**src/sv/upe_pkg.sv**
```systemverilog
// Shared types and constants for the UBX payload extractor.
package upe_pkg;

    // Width of the payload length and byte counters.
    localparam int LENGTH_BITS = 16;

    // Widths of the fixed fields.
    localparam int BYTE_BITS  = 8;
    localparam int FIELD_BITS = 16;

    // Frame sync bytes.
    localparam logic [BYTE_BITS-1:0] SYNC_FIRST  = 8'hB5;
    localparam logic [BYTE_BITS-1:0] SYNC_SECOND = 8'h62;

    // Configuration register indexes.
    localparam int CFG_INDEX_BITS = 1;
    localparam logic [CFG_INDEX_BITS-1:0] REG_WANTED_CLASS   = 1'b0;
    localparam logic [CFG_INDEX_BITS-1:0] REG_WANTED_MESSAGE = 1'b1;

    // Configuration reset values.
    localparam logic [BYTE_BITS-1:0] WANTED_CLASS_RESET   = 8'd1;
    localparam logic [BYTE_BITS-1:0] WANTED_MESSAGE_RESET = 8'd7;

    // Parser phases.
    typedef enum logic [2:0] {
        PH_SYNC1   = 3'd0,
        PH_SYNC2   = 3'd1,
        PH_CLASS   = 3'd2,
        PH_MSG     = 3'd3,
        PH_LENLO   = 3'd4,
        PH_LENHI   = 3'd5,
        PH_PAYLOAD = 3'd6
    } phase_t;

    // One result from the parser to the output register.
    typedef struct packed {
        logic                  valid;
        logic [BYTE_BITS-1:0]  payload_byte;
        logic [FIELD_BITS-1:0] byte_index;
        logic [FIELD_BITS-1:0] frame_length;
        logic                  empty_frame;
        logic                  last;
    } result_t;

endpackage

```
**src/sv/upe_parser.sv**
```systemverilog
// Frame parser state machine: sync hunt, header match, length and payload count.
module upe_parser (
    input  logic                          clk,
    input  logic                          rst_n,
    input  logic                          step,
    input  logic [upe_pkg::BYTE_BITS-1:0] rx_byte,
    input  logic [upe_pkg::BYTE_BITS-1:0] wanted_class,
    input  logic [upe_pkg::BYTE_BITS-1:0] wanted_message,
    output upe_pkg::result_t              result
);
    import upe_pkg::*;

    phase_t                 phase_reg, phase_next;
    logic [LENGTH_BITS-1:0] exp_len_reg, exp_len_next;
    logic [LENGTH_BITS-1:0] count_reg, count_next;

    logic [FIELD_BITS-1:0]  header_len;
    logic [LENGTH_BITS-1:0] masked_len;
    logic [LENGTH_BITS-1:0] count_inc;
    logic                   final_byte;

    // Phase, length and count registers.
    always_ff @(posedge clk or negedge rst_n)
    begin
        if (!rst_n)
        begin
            phase_reg   <= PH_SYNC1;
            exp_len_reg <= '0;
            count_reg   <= '0;
        end
        else if (step)
        begin
            phase_reg   <= phase_next;
            exp_len_reg <= exp_len_next;
            count_reg   <= count_next;
        end
    end

    // Header length, low byte held from the previous step, masked to the counter width.
    assign header_len = {rx_byte, exp_len_reg[BYTE_BITS-1:0]};
    assign masked_len = header_len[LENGTH_BITS-1:0];
    assign count_inc  = count_reg + LENGTH_BITS'(1);
    assign final_byte = (count_inc == exp_len_reg);

    // Next phase and result for the byte in hand.
    always_comb
    begin
        phase_next   = PH_SYNC1;
        exp_len_next = exp_len_reg;
        count_next   = count_reg;
        result       = '0;
        case (phase_reg)
            PH_SYNC1:
            begin
                phase_next = (rx_byte == SYNC_FIRST) ? PH_SYNC2 : PH_SYNC1;
            end
            PH_SYNC2:
            begin
                phase_next = (rx_byte == SYNC_SECOND) ? PH_CLASS : PH_SYNC1;
            end
            PH_CLASS:
            begin
                phase_next = (rx_byte == wanted_class) ? PH_MSG : PH_SYNC1;
            end
            PH_MSG:
            begin
                phase_next = (rx_byte == wanted_message) ? PH_LENLO : PH_SYNC1;
            end
            PH_LENLO:
            begin
                exp_len_next = LENGTH_BITS'(rx_byte);
                phase_next   = PH_LENHI;
            end
            PH_LENHI:
            begin
                exp_len_next = masked_len;
                count_next   = '0;
                if (masked_len == '0)
                begin
                    // Empty frame: one result carrying no byte.
                    result.valid       = 1'b1;
                    result.empty_frame = 1'b1;
                    result.last        = 1'b1;
                    phase_next         = PH_SYNC1;
                end
                else
                begin
                    phase_next = PH_PAYLOAD;
                end
            end
            PH_PAYLOAD:
            begin
                result.valid        = 1'b1;
                result.payload_byte = rx_byte;
                result.byte_index   = FIELD_BITS'(count_reg);
                result.frame_length = FIELD_BITS'(exp_len_reg);
                result.last         = final_byte;
                if (final_byte)
                begin
                    count_next = '0;
                    phase_next = PH_SYNC1;
                end
                else
                begin
                    count_next = count_inc;
                    phase_next = PH_PAYLOAD;
                end
            end
            default:
            begin
                phase_next = PH_SYNC1;
            end
        endcase
    end

endmodule

```
**src/sv/ubx_payload_extractor.sv**
```systemverilog
// Top level of the UBX payload extractor: config registers, input and output stages.
// Path: a byte's transfer loads the input register; the result register takes the byte's
// result from the parser when the held byte moves on; a stalled output can hold that back.
// Throughput: one byte per cycle unless the output stalls; the parser steps once per byte.
// Reset clears the parser to the sync hunt, empties both stages and sets the wanted
// class to 1 and the wanted message to 7.
module ubx_payload_extractor (
    input  logic                               clk,
    input  logic                               rst_n,
    input  logic                               in_valid,
    output logic                               in_stall,
    input  logic [upe_pkg::BYTE_BITS-1:0]      rx_byte,
    output logic                               out_valid,
    input  logic                               out_stall,
    output logic [upe_pkg::BYTE_BITS-1:0]      payload_byte,
    output logic [upe_pkg::FIELD_BITS-1:0]     byte_index,
    output logic [upe_pkg::FIELD_BITS-1:0]     frame_length,
    output logic                               empty_frame,
    output logic                               last,
    input  logic                               cfg_valid,
    output logic                               cfg_ready,
    input  logic [upe_pkg::CFG_INDEX_BITS-1:0] cfg_index,
    input  logic [upe_pkg::BYTE_BITS-1:0]      cfg_data
);
    import upe_pkg::*;

    logic [BYTE_BITS-1:0] wanted_class_reg;
    logic [BYTE_BITS-1:0] wanted_message_reg;
    logic                 in_vld_reg;
    logic [BYTE_BITS-1:0] in_byte_reg;
    logic                 out_vld_reg;
    result_t              out_res_reg;
    result_t              parse_res;
    logic                 advance;
    logic                 in_accept;

    // Configuration writes are always taken.
    assign cfg_ready = 1'b1;

    always_ff @(posedge clk or negedge rst_n)
    begin
        if (!rst_n)
        begin
            wanted_class_reg   <= WANTED_CLASS_RESET;
            wanted_message_reg <= WANTED_MESSAGE_RESET;
        end
        else if (cfg_valid)
        begin
            case (cfg_index)
                REG_WANTED_CLASS:   wanted_class_reg   <= cfg_data;
                REG_WANTED_MESSAGE: wanted_message_reg <= cfg_data;
                default:            ;
            endcase
        end
    end

    // The held byte moves on when the result register is empty or being drained.
    assign advance   = in_vld_reg && (!out_vld_reg || !out_stall);
    assign in_stall  = in_vld_reg && !advance;
    assign in_accept = in_valid && !in_stall;

    // Input register.
    always_ff @(posedge clk or negedge rst_n)
    begin
        if (!rst_n)
        begin
            in_vld_reg <= 1'b0;
        end
        else if (in_accept)
        begin
            in_vld_reg <= 1'b1;
        end
        else if (advance)
        begin
            in_vld_reg <= 1'b0;
        end
    end

    always_ff @(posedge clk)
    begin
        if (in_accept)
        begin
            in_byte_reg <= rx_byte;
        end
    end

    upe_parser u_parser (
        .clk            (clk),
        .rst_n          (rst_n),
        .step           (advance),
        .rx_byte        (in_byte_reg),
        .wanted_class   (wanted_class_reg),
        .wanted_message (wanted_message_reg),
        .result         (parse_res)
    );

    // Result register.
    always_ff @(posedge clk or negedge rst_n)
    begin
        if (!rst_n)
        begin
            out_vld_reg <= 1'b0;
        end
        else if (advance)
        begin
            out_vld_reg <= parse_res.valid;
        end
        else if (!out_stall)
        begin
            out_vld_reg <= 1'b0;
        end
    end

    always_ff @(posedge clk)
    begin
        if (advance)
        begin
            out_res_reg <= parse_res;
        end
    end

    assign out_valid    = out_vld_reg;
    assign payload_byte = out_res_reg.payload_byte;
    assign byte_index   = out_res_reg.byte_index;
    assign frame_length = out_res_reg.frame_length;
    assign empty_frame  = out_res_reg.empty_frame;
    assign last         = out_res_reg.last;

endmodule

```
**config.mk**
```make
export PLATFORM = sky130hd
export DESIGN_NAME = ubx_payload_extractor
export DESIGN_NICKNAME = d
export VERILOG_FILES = /design/src/sv/upe_pkg.sv /design/src/sv/upe_parser.sv /design/src/sv/ubx_payload_extractor.sv
export SDC_FILE = /design/constraint.sdc
export NUM_CORES = 1
export LEC_CHECK = 0
export BUFFER_PORTS_ARGS = -buffer_cell sky130_fd_sc_hd__buf_2
export CORE_MARGIN = 1
export CORE_UTILIZATION = 52
export DETAILED_ROUTE_END_ITERATION = 16
export GPL_ROUTABILITY_DRIVEN = 0
export PLACE_DENSITY = 0.76
export SLEW_MARGIN = 20
export SYNTH_ARGS = -nofsm -noshare
export SYNTH_HDL_FRONTEND = slang
export SYNTH_SLANG_ARGS = --single-unit
export TNS_END_PERCENT = 10
```
**constraint.sdc**
```tcl
create_clock -name clk -period 2.8 [get_ports clk]
set_input_delay 0.14 -clock clk [delete_from_list [all_inputs] [get_ports clk]]
set_output_delay 0.14 -clock clk [all_outputs]
set_load 0.005 [all_outputs]
```
; Word-level counts from Yosys, hierarchy flattened
; Index checks and enable logic that the tools add are counted.
; Widths: inputs -> output; s select.
[op_classes]
n_addsub = 1
eq_ne = 12
muxes = 18
bitwise = 2
reduce_logical = 18
[op_table]
columns = cell, count
row1 = $pmux 16 s2, 2
row2 = $pmux 3 s7, 1
row3 = $add 16x1->16 const B, 1
row4 = $eq 16x16->1, 1
row5 = $eq 8x8->1, 2
row6 = $logic_not 16->1, 1
row7 = $mux 16, 1
row8 = $eq 3x3->1 const B, 3
row9 = $mux 3, 3
row10 = $eq 8x7->1 const B, 1
row11 = $eq 8x8->1 const B, 1
row12 = $reduce_and 2->1, 4
row13 = $eq 3x2->1 const B, 2
row14 = $mux 1, 6
row15 = $mux 2, 3
row16 = $reduce_bool 2->1, 3
row17 = $logic_not 1->1, 4
row18 = $pmux 1 s2, 2
row19 = $eq 3x1->1 const B, 1
row20 = $logic_and 1x1->1, 3
row21 = $logic_not 3->1, 1
row22 = $reduce_and 3->1, 1
row23 = $ne 2x1->1 const B, 1
row24 = $not 1->1, 2
row25 = $logic_or 1x1->1, 1
[word_totals]
register_bits = 103
output_inout_bits = 45
wordCells = 65

; Logic depth before layout (Yosys ltp)
; Gate-level depths: netlist (run 1).
[logic_depth]
word_depth = 8
depth_mapped = 10
mapped_depth_nobuf = 8

; Cells and area by module
; A second synthesis (run 1) with hierarchy kept.
[unflattened]
cells_unflattened = 440
hier_area_um2 = 5126.2
[modules_own_cells]
columns = module, n_inst, cells_each, area_per_inst_um2, seq_area_each_um2
row1 = upe_parser, 1, 345, 2879.0, 875.8
row2 = ubx_payload_extractor, 1, 95, 2247.2, 1956.9

; Worst setup path before layout (run 1)
; No wires, ideal clock.
[synth_timing]
kind = register to register
startpoint = register out_vld_reg, in the netlist out_valid
endpoint = register u_parser.count_reg[13]
arrival_ps = 2617
required_time_ps = 2672
setup_slack_ps = 54
path_stages_with_launch = 9
path_buffers = 1
synth_period_minus_slack_ps = 2746
path_cell_list = dfrtp_1 nand2_1 nand2_1 clkinv_1 nand3_1 inv_1 nand3_2 buf_2 o22ai_1
[synth_between]
elab_chain_len = 4
[synth_lines]
columns = element, line_no
row1 = "start, declared", ubx_payload_extractor.sv:31  ; logic out_vld_reg;
row2 = "start signal, assigned", ubx_payload_extractor.sv:106  ; out_vld_reg <= parse_res.valid;
row3 = $logic_not 1->1, ubx_payload_extractor.sv:58  ; assign advance = in_vld_reg && (!out_vld_reg || !out_stall);
row4 = $logic_or 1x1->1, ubx_payload_extractor.sv:58
row5 = $logic_and 1x1->1, ubx_payload_extractor.sv:58
row6 = net advance, ubx_payload_extractor.sv:34  ; logic advance;
row7 = $reduce_and 2->1 (no line), -
row8 = "end signal, assigned", upe_parser.sv:35  ; count_reg <= count_next;
row9 = "end, declared", upe_parser.sv:15  ; logic [LENGTH_BITS-1:0] count_reg, count_next;
; The timed path passes the listed nets, and every way through them passes these cells.
; A chain may end at the register's enable or synchronous reset.

; Final worst setup path (run 1)
[layout_timing]
startpoint = register u_parser.count_reg[0]
endpoint = register u_parser.count_reg[9]
[layout_between]
elab_chain_len = 4
[layout_lines]
columns = element, line_no
row1 = $add 16x1->16 *, upe_parser.sv:42  ; assign count_inc = count_reg + LENGTH_BITS'(1);
row2 = $eq 16x16->1, upe_parser.sv:43  ; assign final_byte = (count_inc == exp_len_reg);
row3 = $mux 16 *, upe_parser.sv:98  ; if (final_byte)
row4 = $pmux 16 s2 *, upe_parser.sv:52  ; case (phase_reg)
; Every way passes the cells marked *; elsewhere a longest branch is shown, timed or not.

==> results of run 1 <==
[final cells by class]
class / instances / area share [%]
Sequential cell: 103 / 49.2
Multi-Input combinational cell: 276 / 33.5
Timing Repair Buffer: 95 / 10.2
Tap cell: 129 / 2.80
Clock buffer: 11 / 2.72
Inverter: 14 / 0.913
Clock inverter: 5 / 0.608
[stage by stage]
stage | hold WS [ns] | power (mW) | instances
2_1_floorplan | -0.156 | 1.83 | 419
3_3_place_gp | 0.223 | 1.90 | 602
3_5_place_dp | 0.227 | 1.91 | 602
4_1_cts | 0.0118 | 2.82 | 633
5_1_grt | 0.0144 | 2.90 | 633
6_report | 0.0284 | 2.80 | 633
[how the worst max path moves through the flow]
| stage | cells past startpoint | end | startpoint | slack, ns |
|---|---|---|---|---|
| 2_1_floorplan | 8 | u_parser.count_reg[13] | out_valid | 0.05 |
| 3_3_place_gp | 7 | u_parser.count_reg[15] | u_parser.count_reg[6] | 0.21 |
| 3_5_place_dp | 8 | u_parser.count_reg[3] | u_parser.count_reg[6] | 0.20 |
| 4_1_cts | 9 | u_parser.count_reg[10] | u_parser.count_reg[0] | 0.17 |
| 5_1_grt | 9 | u_parser.count_reg[9] | u_parser.count_reg[0] | 0.01 |
| 6_report | 9 | u_parser.count_reg[9] | u_parser.count_reg[0] | 0.15 |
[logic make-up after synthesis]
group / share of synthesized area [%]
and+or+nand+nor: 17.1
xor gates and xnor gates: 5.85
DFF: 57.4
adders and majority gates: 0.253
other: 0.0759
muxes: 6.08
buffers and inverters: 3.75
AOI/OAI and AO/OA: 9.58
[cells in the final DEF (no fill, tap or decap), types with 2 or more instances in the layout]
master                          instances
sky130_fd_sc_hd__buf_4                 15
sky130_fd_sc_hd__nor4_2                 2
sky130_fd_sc_hd__and2_1                32
sky130_fd_sc_hd__edfxtp_1              50
sky130_fd_sc_hd__inv_1                 13
sky130_fd_sc_hd__clkbuf_8               9
sky130_fd_sc_hd__xnor2_1               18
sky130_fd_sc_hd__nor2_1                20
sky130_fd_sc_hd__mux2_2                24
sky130_fd_sc_hd__and4_1                 2
sky130_fd_sc_hd__a22o_1                 8
sky130_fd_sc_hd__dlygate4sd3_1         15
sky130_fd_sc_hd__o21ai_0                8
sky130_fd_sc_hd__o31ai_1                2
sky130_fd_sc_hd__a32oi_1                2
sky130_fd_sc_hd__nor3b_1                2
sky130_fd_sc_hd__dfstp_2                4
sky130_fd_sc_hd__or3_1                  6
sky130_fd_sc_hd__nand2b_1               5
sky130_fd_sc_hd__xor2_1                15
sky130_fd_sc_hd__inv_6                  2
sky130_fd_sc_hd__inv_4                  2
sky130_fd_sc_hd__nand4_1                7
sky130_fd_sc_hd__o22ai_1               10
sky130_fd_sc_hd__nor2b_1                7
sky130_fd_sc_hd__a21oi_1                4
sky130_fd_sc_hd__or4_4                  2
sky130_fd_sc_hd__nor4_1                 3
sky130_fd_sc_hd__nand3_1               17
sky130_fd_sc_hd__a211o_1                2
sky130_fd_sc_hd__nor3_1                 7
sky130_fd_sc_hd__mux2i_1                3
sky130_fd_sc_hd__nand2_1               28
sky130_fd_sc_hd__a31oi_1               11
sky130_fd_sc_hd__dfrtp_1               48
sky130_fd_sc_hd__buf_2                 65
sky130_fd_sc_hd__nor4b_1                2
[timing repair]
item / CTS / global route
hold endpoints to repair: 44 / 0
gates resized for setup: 0 / 3
setup endpoints to repair: 0 / 10
hold buffers: 15 / 0
[routing by layer]
layer | wire, um | GRT usage [%]
met2 | 5000 | 37.3
met4 | 341 | 10.2
met3 | 595 | 4.57
met1 | 4530 | 30.4
met5 | 0 | 0
[report_power, final]
group | internal [mW] | total, mW | switching (mW)
Clock | 0.394 | 0.907 | 0.513
Sequential | 1.66 | 1.71 | 0.0521
Combinational | 0.102 | 0.185 | 0.0824
==> flow_summary.html, run 1 <==
<table>
<tr><th>Metric</th><th>Value</th></tr>
<tr><th colspan="2">Critical path</th></tr>
<tr><td>Worst flop-to-flop path startpoint</td><td>u_parser.count_reg[0]</td></tr>
<tr><td>Standard cell with the maximum stage delay on the critical path</td><td>sky130_fd_sc_hd__or4_4</td></tr>
<tr><td>Reg-to-reg slack, setup</td><td>0.15 ns</td></tr>
<tr><td>Cells traversed along the worst timing path</td><td>ha_1 &gt; nand2_1 &gt; or4_4 &gt; nor4_2 &gt; a21o_2 &gt; o2111ai_4 &gt; buf_4 &gt; a31oi_1 &gt; o22ai_1</td></tr>
<tr><td>Maximum cell stage delay along the critical path</td><td>0.54 ns</td></tr>
<tr><td>Kind of start point of the critical path</td><td>flop</td></tr>
<tr><td>Setup crit end kind</td><td>flop</td></tr>
<tr><td>Count of cells along the worst register-to-register path</td><td>9</td></tr>
<tr><td>Critical path's top delay family</td><td>simple AND/OR/NAND/NOR gates</td></tr>
<tr><td>Required time at the endpoint of the critical path</td><td>3.06 ns</td></tr>
<tr><td>Reg2reg end</td><td>u_parser.count_reg[9]</td></tr>
<tr><td>Type of the setup path with the least slack</td><td>reg -&gt; reg</td></tr>
<tr><td>Crit Path Max Fanout</td><td>11</td></tr>
<tr><td>Sum of buffers and inverters on the critical path</td><td>1</td></tr>
<tr><td>Critical Path AT</td><td>2.91 ns</td></tr>
<tr><th colspan="2">Clock tree</th></tr>
<tr><td>Largest buffer count on any clock path</td><td>2</td></tr>
<tr><td>Clock buffer count from CTS</td><td>9</td></tr>
<tr><td>Number of levels in the clock H-tree</td><td>3</td></tr>
<tr><td>Clock tree from TritonCTS</td><td>yes</td></tr>
<tr><td>Sinks on Clock Net</td><td>103</td></tr>
<tr><td>Insertion delay of the later-clocked pin in the worst-skew pair</td><td>0.37 ns</td></tr>
<tr><td>Clock Pin Slew Worst Setup and Hold Paths</td><td>0.09 ns</td></tr>
<tr><td>Root buf cell</td><td>sky130_fd_sc_hd__clkbuf_8</td></tr>
<tr><td>Number of buffers inserted by post-CTS setup repair</td><td>0</td></tr>
<tr><th colspan="2">Yosys</th></tr>
<tr><td>EDFF count, synth</td><td>50</td></tr>
<tr><td>Count of unique library cells instantiated by Yosys</td><td>63</td></tr>
<tr><td>Number of warnings printed during yosys synthesis</td><td>0</td></tr>
<tr><td>Top cell type's share of synthesized area</td><td>30.4%</td></tr>
<tr><td>Ys flop type</td><td>sky130_fd_sc_hd__edfxtp_1</td></tr>
<tr><td>Per-instance average area after synthesis</td><td>11.8 sq um</td></tr>
<tr><td>Share of flip-flops with an asynchronous set or reset after synthesis</td><td>51.5%</td></tr>
<tr><td>Most instantiated library cell after synthesis</td><td>sky130_fd_sc_hd__edfxtp_1</td></tr>
<tr><td>Syn Inst Count</td><td>419</td></tr>
<tr><td>Synthesized netlist net count</td><td>442</td></tr>
<tr><td>Most frequent cells after synthesis</td><td>sky130_fd_sc_hd__edfxtp_1 (50), sky130_fd_sc_hd__dfrtp_1 (49), sky130_fd_sc_hd__and2_1 (32), sky130_fd_sc_hd__nand2_1 (28), sky130_fd_sc_hd__mux2_2 (24)</td></tr>
<tr><td>Flop and latch count out of synthesis</td><td>103</td></tr>
<tr><td>Cell taking the most area after synthesis</td><td>sky130_fd_sc_hd__edfxtp_1</td></tr>
<tr><td>Part of the Yosys area used for sequential elements</td><td>57.4%</td></tr>
<tr><td>Synth top area cells</td><td>sky130_fd_sc_hd__edfxtp_1 (30%), sky130_fd_sc_hd__dfrtp_1 (25%), sky130_fd_sc_hd__mux2_2 (5.5%)</td></tr>
<tr><td>Combined area of all synthesized cells</td><td>4940 sq um</td></tr>
<tr><th colspan="2">Floorplan</th></tr>
<tr><td>Horizontal extent of the die</td><td>99.5 um</td></tr>
<tr><td>Initial Util</td><td>53.4%</td></tr>
<tr><td>Die area</td><td>9890 sq um</td></tr>
<tr><td>I/O pin total</td><td>67</td></tr>
<tr><td>Core region area</td><td>9240 sq um</td></tr>
<tr><td>Overall die height</td><td>99.5 um</td></tr>
<tr><td>Standard-cell rows</td><td>35</td></tr>
<tr><th colspan="2">Final layout</th></tr>
<tr><td>Post-route core utilization</td><td>62.3%</td></tr>
<tr><td>Synthesis-to-finish area growth</td><td>16.6%</td></tr>
<tr><td>Layout fillers</td><td>726</td></tr>
<tr><td>Design area</td><td>5760 sq um</td></tr>
<tr><td>Net total in the final layout</td><td>522</td></tr>
<tr><td>Ant diodes</td><td>0</td></tr>
<tr><td>Area of all sequential standard cells</td><td>2830 sq um</td></tr>
<tr><td>Share of layout cells above drive strength 1</td><td>27.8%</td></tr>
<tr><td>Area of the multi-input gates</td><td>1930 sq um</td></tr>
<tr><th colspan="2">Drt</th></tr>
<tr><td>Number of design rule violations left after detail routing</td><td>0</td></tr>
<tr><td>Average vias per placed instance</td><td>5.58</td></tr>
<tr><td>Total wire length</td><td>10,500 um</td></tr>
<tr><td>DRC marker count from the first detailed-route iteration</td><td>199</td></tr>
<tr><td>First-pass iteration count of the detailed router</td><td>5</td></tr>
<tr><td>Vias</td><td>3,529</td></tr>
<tr><td>Final routed wire length divided by cell count</td><td>16.5 um</td></tr>
<tr><td>Count of antenna-violating nets left after detailed routing</td><td>0</td></tr>
<tr><th colspan="2">Global route</th></tr>
<tr><td>Global router's overall resource usage</td><td>23.1%</td></tr>
<tr><td>Wire length of the first global-routing pass</td><td>17,400 um</td></tr>
<tr><td>Pin count of the biggest net entering global routing</td><td>34</td></tr>
<tr><td>Via count of the first global-routing pass</td><td>3,499</td></tr>
<tr><td>Total overflow reported by the global router</td><td>0</td></tr>
<tr><td>Initial antenna violation count</td><td>0</td></tr>
<tr><th colspan="2">Worst hold path</th></tr>
<tr><td>Hold Path Sink</td><td>wanted_class_reg[6]</td></tr>
<tr><td>Hold Crit Depth</td><td>2</td></tr>
<tr><td>Class of the most critical hold timing path</td><td>in -&gt; reg</td></tr>
<tr><td>Launch point of the worst hold path</td><td>cfg_data[6]</td></tr>
<tr><th colspan="2">Placed design</th></tr>
<tr><td>Detail Placement HPWL</td><td>7210 um</td></tr>
<tr><td>Post-placement worst setup slack</td><td>0.200 ns</td></tr>
<tr><td>Total of buffers placed on input and output ports</td><td>65</td></tr>
<tr><td>Cell area after placement</td><td>5410 sq um</td></tr>
<tr><th colspan="2">Timing</th></tr>
<tr><td>Minimum period implied by the final worst setup slack</td><td>2.65 ns</td></tr>
<tr><td>Fraction of the cycle the final worst path needs</td><td>94.8%</td></tr>
<tr><td>Number of slew-limit violations in the final report</td><td>0</td></tr>
<tr><td>TNS Setup</td><td>0 ns</td></tr>
<tr><td>Final number of setup-violating endpoints</td><td>0</td></tr>
<tr><td>Transition at the pin with the smallest max-transition slack</td><td>0.753 ns</td></tr>
<tr><td>Unrepaired setup endpoints after global routing</td><td>false</td></tr>
<tr><td>Crit path setup slack, layout</td><td>0.146 ns</td></tr>
<tr><td>Slew headroom</td><td>49.7%</td></tr>
<tr><td>Setup skew after layout</td><td>0.00832 ns</td></tr>
<tr><td>Hold Vio Cnt, Final</td><td>0</td></tr>
<tr><td>Peak Freq</td><td>377 MHz</td></tr>
<tr><th colspan="2">Status</th></tr>
<tr><td>Run status</td><td>finished, final reports clean</td></tr>
<tr><th colspan="2">Flow run</th></tr>
<tr><td>Max-cap violation count</td><td>0</td></tr>
<tr><th colspan="2">Power</th></tr>
<tr><td>Power density cells</td><td>486 nW/um^2</td></tr>
<tr><td>Leakage power figure</td><td>2.41 nW</td></tr>
<tr><td>Peak supply drop</td><td>0.367 mV</td></tr>
</table>
Power figures use the tool's default switching activity.
==> run 2, diff against run 1 <==
--- a/config.mk
+++ b/config.mk
@@ -5,6 +5,7 @@
 export SDC_FILE = /design/constraint.sdc
 export NUM_CORES = 1
 export LEC_CHECK = 0
+export ABC_AREA = 1
 export BUFFER_PORTS_ARGS = -buffer_cell sky130_fd_sc_hd__buf_2
 export CORE_MARGIN = 1
 export CORE_UTILIZATION = 52
==> run 2 against run 1 <==
Against the previous run: first-iteration DRC count down 3.0%; via count up 10%; area after synthesis shrank 0.48%; routed wire length up 0.31%; core utilization fell by 0.38 points; final area shrank 1.1%; combinational power shrank 6%; critical path type unchanged; highest routed layer unchanged.
==> flow_summary.html, run 2 <==
<table>
<tr><th>Metric</th><th>Value</th></tr>
<tr><th colspan="2">Critical path</th></tr>
<tr><td>Startpoint of the worst setup timing path</td><td>u_parser.count_reg[0]</td></tr>
<tr><td>Cells traversed along the worst timing path</td><td>ha_1 &gt; nand2_1 &gt; nor2_2 &gt; nand3_1 &gt; nand3_1 &gt; nand2_1 &gt; nor2_1 &gt; nand2_1 &gt; nor2_1 &gt; nand3_2 &gt; nand2_4 &gt; nand3_1 &gt; nand2_1 &gt; nand2_1</td></tr>
<tr><td>Worst flop-to-flop path startpoint</td><td>u_parser.count_reg[0]</td></tr>
<tr><td>Critical Path AT</td><td>2.63 ns</td></tr>
<tr><td>Count of cells along the worst register-to-register path</td><td>14</td></tr>
<tr><td>Maximum cell stage delay along the critical path</td><td>0.43 ns</td></tr>
<tr><td>Type of the setup path with the least slack</td><td>reg -&gt; reg</td></tr>
<tr><td>Sum of buffers and inverters on the critical path</td><td>0</td></tr>
<tr><td>Crit. path cell count</td><td>14</td></tr>
<tr><td>Reg2reg end</td><td>u_parser.phase_reg[1]</td></tr>
<tr><td>Required time at the endpoint of the critical path</td><td>3.08 ns</td></tr>
<tr><td>Standard cell with the maximum stage delay on the critical path</td><td>sky130_fd_sc_hd__dfrtp_1</td></tr>
<tr><td>Worst setup path end</td><td>u_parser.phase_reg[1]</td></tr>
<tr><td>Reg-to-reg slack, setup</td><td>0.45 ns</td></tr>
<tr><td>Critical path's top delay family</td><td>simple AND/OR/NAND/NOR gates</td></tr>
<tr><td>Setup crit end kind</td><td>flop</td></tr>
<tr><td>Crit Path Max Fanout</td><td>17</td></tr>
<tr><td>Kind of start point of the critical path</td><td>flop</td></tr>
<tr><td>Cell repeated most along the worst path</td><td>sky130_fd_sc_hd__nand2_1</td></tr>
<tr><th colspan="2">Clock tree</th></tr>
<tr><td>Largest buffer count on any clock path</td><td>2</td></tr>
<tr><td>Clock buffer count from CTS</td><td>9</td></tr>
<tr><td>Clock tree from TritonCTS</td><td>yes</td></tr>
<tr><td># hold bufs at CTS</td><td>14</td></tr>
<tr><td>Root buf cell</td><td>sky130_fd_sc_hd__clkbuf_8</td></tr>
<tr><td>Insertion delay of the later-clocked pin in the worst-skew pair</td><td>0.39 ns</td></tr>
<tr><td>Clock Pin Slew Worst Setup and Hold Paths</td><td>0.10 ns</td></tr>
<tr><td>Sinks on Clock Net</td><td>103</td></tr>
<tr><td>Number of levels in the clock H-tree</td><td>3</td></tr>
<tr><td>Post-CTS resize count</td><td>0</td></tr>
<tr><td>Number of buffers inserted by post-CTS setup repair</td><td>0</td></tr>
<tr><th colspan="2">Drt</th></tr>
<tr><td>Total wire length</td><td>10,500 um</td></tr>
<tr><td>Average vias per placed instance</td><td>5.39</td></tr>
<tr><td>Number of design rule violations left after detail routing</td><td>0</td></tr>
<tr><td>Count of antenna-violating nets left after detailed routing</td><td>0</td></tr>
<tr><td>First-pass iteration count of the detailed router</td><td>5</td></tr>
<tr><td>Final routed wire length divided by cell count</td><td>14.6 um</td></tr>
<tr><td>Vias</td><td>3,887</td></tr>
<tr><td>DRC marker count from the first detailed-route iteration</td><td>193</td></tr>
<tr><th colspan="2">Power</th></tr>
<tr><td>Power density cells</td><td>499 nW/um^2</td></tr>
<tr><td>Leakage power figure</td><td>2.46 nW</td></tr>
<tr><td>Peak supply drop</td><td>0.256 mV</td></tr>
<tr><td>Tot Pwr</td><td>2.84 mW</td></tr>
<tr><th colspan="2">Timing</th></tr>
<tr><td>Minimum period implied by the final worst setup slack</td><td>2.35 ns</td></tr>
<tr><td>Slew headroom</td><td>65.1%</td></tr>
<tr><td>Fraction of the cycle the final worst path needs</td><td>83.8%</td></tr>
<tr><td>Transition at the pin with the smallest max-transition slack</td><td>0.521 ns</td></tr>
<tr><td>Hold Vio Cnt, Final</td><td>0</td></tr>
<tr><td>Number of slew-limit violations in the final report</td><td>0</td></tr>
<tr><td>Final number of setup-violating endpoints</td><td>0</td></tr>
<tr><td>Worst hold margin</td><td>0.00826 ns</td></tr>
<tr><td>Setup skew after layout</td><td>0.0136 ns</td></tr>
<tr><td>TNS Setup</td><td>0 ns</td></tr>
<tr><td>Peak Freq</td><td>426 MHz</td></tr>
<tr><td>Unrepaired setup endpoints after global routing</td><td>false</td></tr>
<tr><th colspan="2">Floorplan</th></tr>
<tr><td>Overall die height</td><td>99.2 um</td></tr>
<tr><td>Standard-cell rows</td><td>35</td></tr>
<tr><td>Initial Util</td><td>53.4%</td></tr>
<tr><td>I/O pin total</td><td>67</td></tr>
<tr><td>Die area</td><td>9840 sq um</td></tr>
<tr><td>Core region area</td><td>9200 sq um</td></tr>
<tr><td>Horizontal extent of the die</td><td>99.2 um</td></tr>
<tr><th colspan="2">Global route</th></tr>
<tr><td>Via count of the first global-routing pass</td><td>3,629</td></tr>
<tr><td>Global router's overall resource usage</td><td>22.6%</td></tr>
<tr><td>Wire length of the first global-routing pass</td><td>17,300 um</td></tr>
<tr><td>Initial antenna violation count</td><td>0</td></tr>
<tr><td>Total overflow reported by the global router</td><td>0</td></tr>
<tr><td>Pin count of the biggest net entering global routing</td><td>42</td></tr>
<tr><th colspan="2">Placed design</th></tr>
<tr><td>Detail Placement HPWL</td><td>7470 um</td></tr>
<tr><td>Total of buffers placed on input and output ports</td><td>65</td></tr>
<tr><td>Cell count after placement</td><td>691</td></tr>
<tr><th colspan="2">Yosys</th></tr>
<tr><td>Most instantiated library cell after synthesis</td><td>sky130_fd_sc_hd__nand2_1</td></tr>
<tr><td>Most frequent cells after synthesis</td><td>sky130_fd_sc_hd__nand2_1 (115), sky130_fd_sc_hd__nor2_1 (66), sky130_fd_sc_hd__inv_1 (63), sky130_fd_sc_hd__edfxtp_1 (50), sky130_fd_sc_hd__dfrtp_1 (49)</td></tr>
<tr><td>EDFF count, synth</td><td>50</td></tr>
<tr><td>Top cell type's share of synthesized area</td><td>30.5%</td></tr>
<tr><td>Count of unique library cells instantiated by Yosys</td><td>39</td></tr>
<tr><td>Combined area of all synthesized cells</td><td>4910 sq um</td></tr>
<tr><td>Flop and latch count out of synthesis</td><td>103</td></tr>
<tr><td>Per-instance average area after synthesis</td><td>9.40 sq um</td></tr>
<tr><td>Synthesized netlist net count</td><td>546</td></tr>
<tr><td>Number of warnings printed during yosys synthesis</td><td>0</td></tr>
<tr><td>Share of flip-flops with an asynchronous set or reset after synthesis</td><td>51.5%</td></tr>
<tr><td>Ys flop type</td><td>sky130_fd_sc_hd__edfxtp_1</td></tr>
<tr><td>Part of the Yosys area used for sequential elements</td><td>57.6%</td></tr>
<tr><td>Cell taking the most area after synthesis</td><td>sky130_fd_sc_hd__edfxtp_1</td></tr>
<tr><td>Synth top area cells</td><td>sky130_fd_sc_hd__edfxtp_1 (31%), sky130_fd_sc_hd__dfrtp_1 (25%), sky130_fd_sc_hd__nand2_1 (8.8%)</td></tr>
<tr><td>Syn Inst Count</td><td>523</td></tr>
<tr><th colspan="2">Worst hold path</th></tr>
<tr><td>Hold Crit Depth</td><td>3</td></tr>
<tr><td>Class of the most critical hold timing path</td><td>in -&gt; reg</td></tr>
<tr><th colspan="2">Final layout</th></tr>
<tr><td>Net total in the final layout</td><td>628</td></tr>
<tr><td>Highest-count cells in the layout ignoring fill and taps</td><td>sky130_fd_sc_hd__nand2_1 (115), sky130_fd_sc_hd__nor2_1 (65), sky130_fd_sc_hd__buf_2 (65)</td></tr>
<tr><td>Number of cells in the finished layout apart from fillers</td><td>721</td></tr>
<tr><td>Post-route core utilization</td><td>61.9%</td></tr>
<tr><td>Synthesis-to-finish area growth</td><td>15.9%</td></tr>
<tr><td>Most common cell after layout, fill and taps aside</td><td>sky130_fd_sc_hd__nand2_1</td></tr>
<tr><td>Share of layout cells above drive strength 1</td><td>19.5%</td></tr>
<tr><td>Ant diodes</td><td>0</td></tr>
<tr><th colspan="2">Status</th></tr>
<tr><td>Run status</td><td>finished, final reports clean</td></tr>
<tr><th colspan="2">Flow run</th></tr>
<tr><td>Max-cap violation count</td><td>0</td></tr>
</table>
run 2: cells by family after synthesis:
group	after synthesis	synth area share, %
and+or+nand+nor	261	23.7
buffers and inverters	79	6.52
xor gates and xnor gates	16	3.41
AOI/OAI and AO/OA	62	8.45
DFF	103	57.6
other	1	0.0763
adders and majority gates	1	0.255
run 2: worst min path at each step:
stage,from,end,slack [ns]
4_1_cts,cfg_data[7],wanted_message_reg[7],0.005
3_3_place_gp,rst_n,wanted_class_reg[3],0.08
5_1_grt,cfg_data[6],wanted_class_reg[6],0.02
6_report,cfg_data[7],wanted_message_reg[7],0.008
3_5_place_dp,rst_n,wanted_class_reg[3],0.07
2_1_floorplan,rst_n,in_vld_reg,-0.16
run 2: worst min-delay path: cells and delay by family:
kind            cells  cell delay (ns)
buf+inv             2             0.14
compound gates      1             0.07
run 2: layout make-up:
type	count	area [sq um]
clock buffer	9	124
clock inverter	7	80.1
fill	796	3500
inverter	66	248
multi-input combinational	341	1770
sequential	103	2830
tap	111	139
timing repair buffer	84	503
run 2: layer usage:
layer	vias to the layer above	wire length, um	global-route usage (%)
met5	-	0	0
met4	0	220	8.60
met3	21	514	3.87
met2	134	5160	38.1
met1	1838	4610	29.5
li1	1894	-	-
run 2: metrics by stage:
| step | worst slack, ns | cell area [sq um] |
|---|---|---|
| floorplan | 0.0498 | 4920 |
| global placement | 0.638 | 5350 |
| detailed placement | 0.465 | 5350 |
| CTS | 0.446 | 5700 |
| global route | 0.258 | 5700 |
| finish | 0.452 | 5700 |
run 2: report_power, final:
| group | switching (mW) | internal [mW] |
|---|---|---|
| clock | 0.552 | 0.426 |
| sequential | 0.0367 | 1.65 |
| combinational | 0.0993 | 0.0751 |
| total | 0.688 | 2.15 |
==> run 3, diff against run 2 <==
==> constraint.sdc (replaced) <==
create_clock -name clk -period 2 [get_ports clk]
set_input_delay 0.1 -clock clk [delete_from_list [all_inputs] [get_ports clk]]
set_output_delay 0.1 -clock clk [all_outputs]
set_load 0.005 [all_outputs]
==> run 3 against run 2 <==
Against the previous run: the flow now finishes with violations (negative setup slack); routed wire length up 5.1%; critical endpoint is now u_parser.count_reg[15]; largest cell class unchanged; final area up 4.8%; largest power group unchanged; highest routed layer unchanged; sequential cell count unchanged; combinational power up 47%.
==> flow_summary.html, run 3 (synthesis gave the netlist of run 2 again) <==
<table>
<tr><th>Metric</th><th>Value</th></tr>
<tr><th colspan="2">Global route</th></tr>
<tr><td>Wire length of the first global-routing pass</td><td>18,300 um</td></tr>
<tr><td>Via count of the first global-routing pass</td><td>3,843</td></tr>
<tr><td>Total overflow reported by the global router</td><td>0</td></tr>
<tr><td>Global router's overall resource usage</td><td>24.2%</td></tr>
<tr><td>Pin count of the biggest net entering global routing</td><td>42</td></tr>
<tr><td>Initial antenna violation count</td><td>0</td></tr>
<tr><th colspan="2">Floorplan</th></tr>
<tr><td>Die area</td><td>9840 sq um</td></tr>
<tr><td>Standard-cell rows</td><td>35</td></tr>
<tr><td>Initial Util</td><td>53.4%</td></tr>
<tr><td>Core region area</td><td>9200 sq um</td></tr>
<tr><td>Overall die height</td><td>99.2 um</td></tr>
<tr><td>I/O pin total</td><td>67</td></tr>
<tr><td>Horizontal extent of the die</td><td>99.2 um</td></tr>
<tr><th colspan="2">Timing</th></tr>
<tr><td>Slew headroom</td><td>63.1%</td></tr>
<tr><td>Transition at the pin with the smallest max-transition slack</td><td>0.551 ns</td></tr>
<tr><td>Peak Freq</td><td>479 MHz</td></tr>
<tr><td>Number of slew-limit violations in the final report</td><td>0</td></tr>
<tr><td>Crit path setup slack, layout</td><td>-0.0872 ns</td></tr>
<tr><td>Unrepaired setup endpoints after global routing</td><td>true</td></tr>
<tr><td>Minimum period implied by the final worst setup slack</td><td>2.09 ns</td></tr>
<tr><td>Fraction of the cycle the final worst path needs</td><td>104%</td></tr>
<tr><td>Setup skew after layout</td><td>0.00709 ns</td></tr>
<tr><td>Final number of setup-violating endpoints</td><td>17</td></tr>
<tr><td>Hold Vio Cnt, Final</td><td>0</td></tr>
<tr><th colspan="2">Drt</th></tr>
<tr><td>Final routed wire length divided by cell count</td><td>14.8 um</td></tr>
<tr><td>Top routing layer in use</td><td>met4</td></tr>
<tr><td>Met3 wire length</td><td>591 um</td></tr>
<tr><td>Count of antenna-violating nets left after detailed routing</td><td>0</td></tr>
<tr><td>Number of design rule violations left after detail routing</td><td>0</td></tr>
<tr><td>Vias</td><td>4,001</td></tr>
<tr><td>Average vias per placed instance</td><td>5.36</td></tr>
<tr><td>First-pass iteration count of the detailed router</td><td>4</td></tr>
<tr><td>Routed length on met1</td><td>4520 um</td></tr>
<tr><td>Total wire length</td><td>11,000 um</td></tr>
<tr><td>Total length of routed met2 wires</td><td>5580 um</td></tr>
<tr><td>DRC marker count from the first detailed-route iteration</td><td>166</td></tr>
<tr><th colspan="2">Critical path</th></tr>
<tr><td>Crit Path Max Fanout</td><td>12</td></tr>
<tr><td>Type of the setup path with the least slack</td><td>reg -&gt; reg</td></tr>
<tr><td>Critical Path AT</td><td>2.34 ns</td></tr>
<tr><td>Required time at the endpoint of the critical path</td><td>2.26 ns</td></tr>
<tr><td>Reg-to-reg slack, setup</td><td>-0.09 ns</td></tr>
<tr><td>Worst flop-to-flop path startpoint</td><td>u_parser.count_reg[0]</td></tr>
<tr><td>Count of cells along the worst register-to-register path</td><td>14</td></tr>
<tr><td>Kind of start point of the critical path</td><td>flop</td></tr>
<tr><td>Setup crit end kind</td><td>flop</td></tr>
<tr><td>Reg2reg end</td><td>u_parser.count_reg[15]</td></tr>
<tr><th colspan="2">Final layout</th></tr>
<tr><td>Highest-count cells in the layout ignoring fill and taps</td><td>sky130_fd_sc_hd__nand2_1 (113), sky130_fd_sc_hd__buf_2 (65), sky130_fd_sc_hd__nor2_1 (63)</td></tr>
<tr><td>Most common cell after layout, fill and taps aside</td><td>sky130_fd_sc_hd__nand2_1</td></tr>
<tr><td>Share of layout cells above drive strength 1</td><td>23.8%</td></tr>
<tr><td>Ant diodes</td><td>0</td></tr>
<tr><td>Net total in the final layout</td><td>653</td></tr>
<tr><td>Layout fillers</td><td>761</td></tr>
<tr><td>Synthesis-to-finish area growth</td><td>21.4%</td></tr>
<tr><th colspan="2">Clock tree</th></tr>
<tr><td>Clock buffer count from CTS</td><td>9</td></tr>
<tr><td>Clock Pin Slew Worst Setup and Hold Paths</td><td>0.10 ns</td></tr>
<tr><td>Root buf cell</td><td>sky130_fd_sc_hd__clkbuf_8</td></tr>
<tr><td>Sinks on Clock Net</td><td>103</td></tr>
<tr><td>Insertion delay of the later-clocked pin in the worst-skew pair</td><td>0.37 ns</td></tr>
<tr><td>Largest buffer count on any clock path</td><td>2</td></tr>
<tr><td>Number of levels in the clock H-tree</td><td>3</td></tr>
<tr><td>Clock tree from TritonCTS</td><td>yes</td></tr>
<tr><th colspan="2">Flow run</th></tr>
<tr><td>Max-cap violation count</td><td>0</td></tr>
<tr><th colspan="2">Worst hold path</th></tr>
<tr><td>Class of the most critical hold timing path</td><td>in -&gt; async</td></tr>
<tr><th colspan="2">Status</th></tr>
<tr><td>Run status</td><td>finished with violations</td></tr>
<tr><td>Violated checks</td><td>negative setup slack</td></tr>
<tr><th colspan="2">Placed design</th></tr>
<tr><td>Post-placement worst setup slack</td><td>-0.135 ns</td></tr>
<tr><td>Total of buffers placed on input and output ports</td><td>65</td></tr>
<tr><td>Detail Placement HPWL</td><td>7840 um</td></tr>
<tr><th colspan="2">Power</th></tr>
<tr><td>Leakage power figure</td><td>2.57 nW</td></tr>
<tr><td>Power density cells</td><td>638 nW/um^2</td></tr>
<tr><td>Peak supply drop</td><td>0.432 mV</td></tr>
<tr><td>Tot Pwr</td><td>3.81 mW</td></tr>
</table>
## run 3: cell count changes in the layout (fill, tap and decap cells not counted), sizes merged
cell,before,now
buf,70,89
dlygate4sd3,14,19
clkinv,3,6
inv,68,66
bufinv,1,0
nor2,73,74
## run 3: layout make-up
class                      count  area (sq um)  area share (%)
clock buffer                   9           124            2.08
clock inverter                 7          47.5           0.797
inverter                      66           248            4.15
multi-input combinational    342          1840            30.9
sequential                   103          2830            47.5
tap                          111           139            2.33
timing repair buffer         108           733            12.3
## run 3: how the worst max path moves through the flow
stage,from,end,slack [ns],cells after the start
final,u_parser.count_reg[0],u_parser.count_reg[15],-0.09,14
after global routing,u_parser.count_reg[1],u_parser.count_reg[15],-0.17,14
after global placement,u_parser.count_reg[0],u_parser.count_reg[15],-0.07,11
after detailed placement,u_parser.count_reg[0],u_parser.count_reg[15],-0.13,13
after CTS,u_parser.count_reg[1],u_parser.count_reg[15],-0.03,11
after floorplan,out_valid,u_parser.count_reg[10],-0.02,8
## run 3: through the flow
step	setup TNS, ns	instances	hold slack [ns]	cell area [sq um]	utilization, %
after floorplan	-0.212	523	-0.196	4970	-
after global placement	-0.891	704	0.0989	5520	60.0
after detailed placement	-2.02	704	0.0989	5520	60.0
after CTS	-0.316	742	0.225	5910	64.3
after global routing	-2.71	746	0.247	5970	64.9
final	-1.05	746	0.221	5970	64.9
## run 3: metal layers
metal	vias up	GRT usage, %
met2	147	42.2
met1	1882	29.3
li1	1943	-
met3	29	3.79
met5	-	0
met4	0	12.0
## run 3: power by group
group          internal [mW]  switching (mW)  total [mW]
Combinational          0.112           0.143       0.256
Clock                  0.453           0.739        1.19
Sequential              2.31          0.0518        2.36
Total                   2.88           0.934        3.81
## run 3: critical path: stages, from the launching register on
cell and delay, ns:
sky130_fd_sc_hd__dfrtp_1 0.39, sky130_fd_sc_hd__buf_4 0.13, sky130_fd_sc_hd__inv_2 0.07, sky130_fd_sc_hd__nor2_4 0.20
sky130_fd_sc_hd__buf_4 0.14, sky130_fd_sc_hd__nand3_1 0.10, sky130_fd_sc_hd__nand3_1 0.12, sky130_fd_sc_hd__nand2_1 0.06
sky130_fd_sc_hd__nor2_1 0.09, sky130_fd_sc_hd__nand2_1 0.08, sky130_fd_sc_hd__nor2_2 0.13, sky130_fd_sc_hd__nand3_2 0.11
sky130_fd_sc_hd__nand2_4 0.11, sky130_fd_sc_hd__buf_12 0.16, sky130_fd_sc_hd__o22ai_1 0.08
## run 3: repair_timing
item | CTS | global route
buffers inserted | 2 | 4
hold endpoints to repair | 43 | 0
hold buffers | 19 | 0
pin swaps | 2 | 5
gates cloned | 1 | 0
gates resized for setup | 4 | 7
setup endpoints to repair | 19 | 19
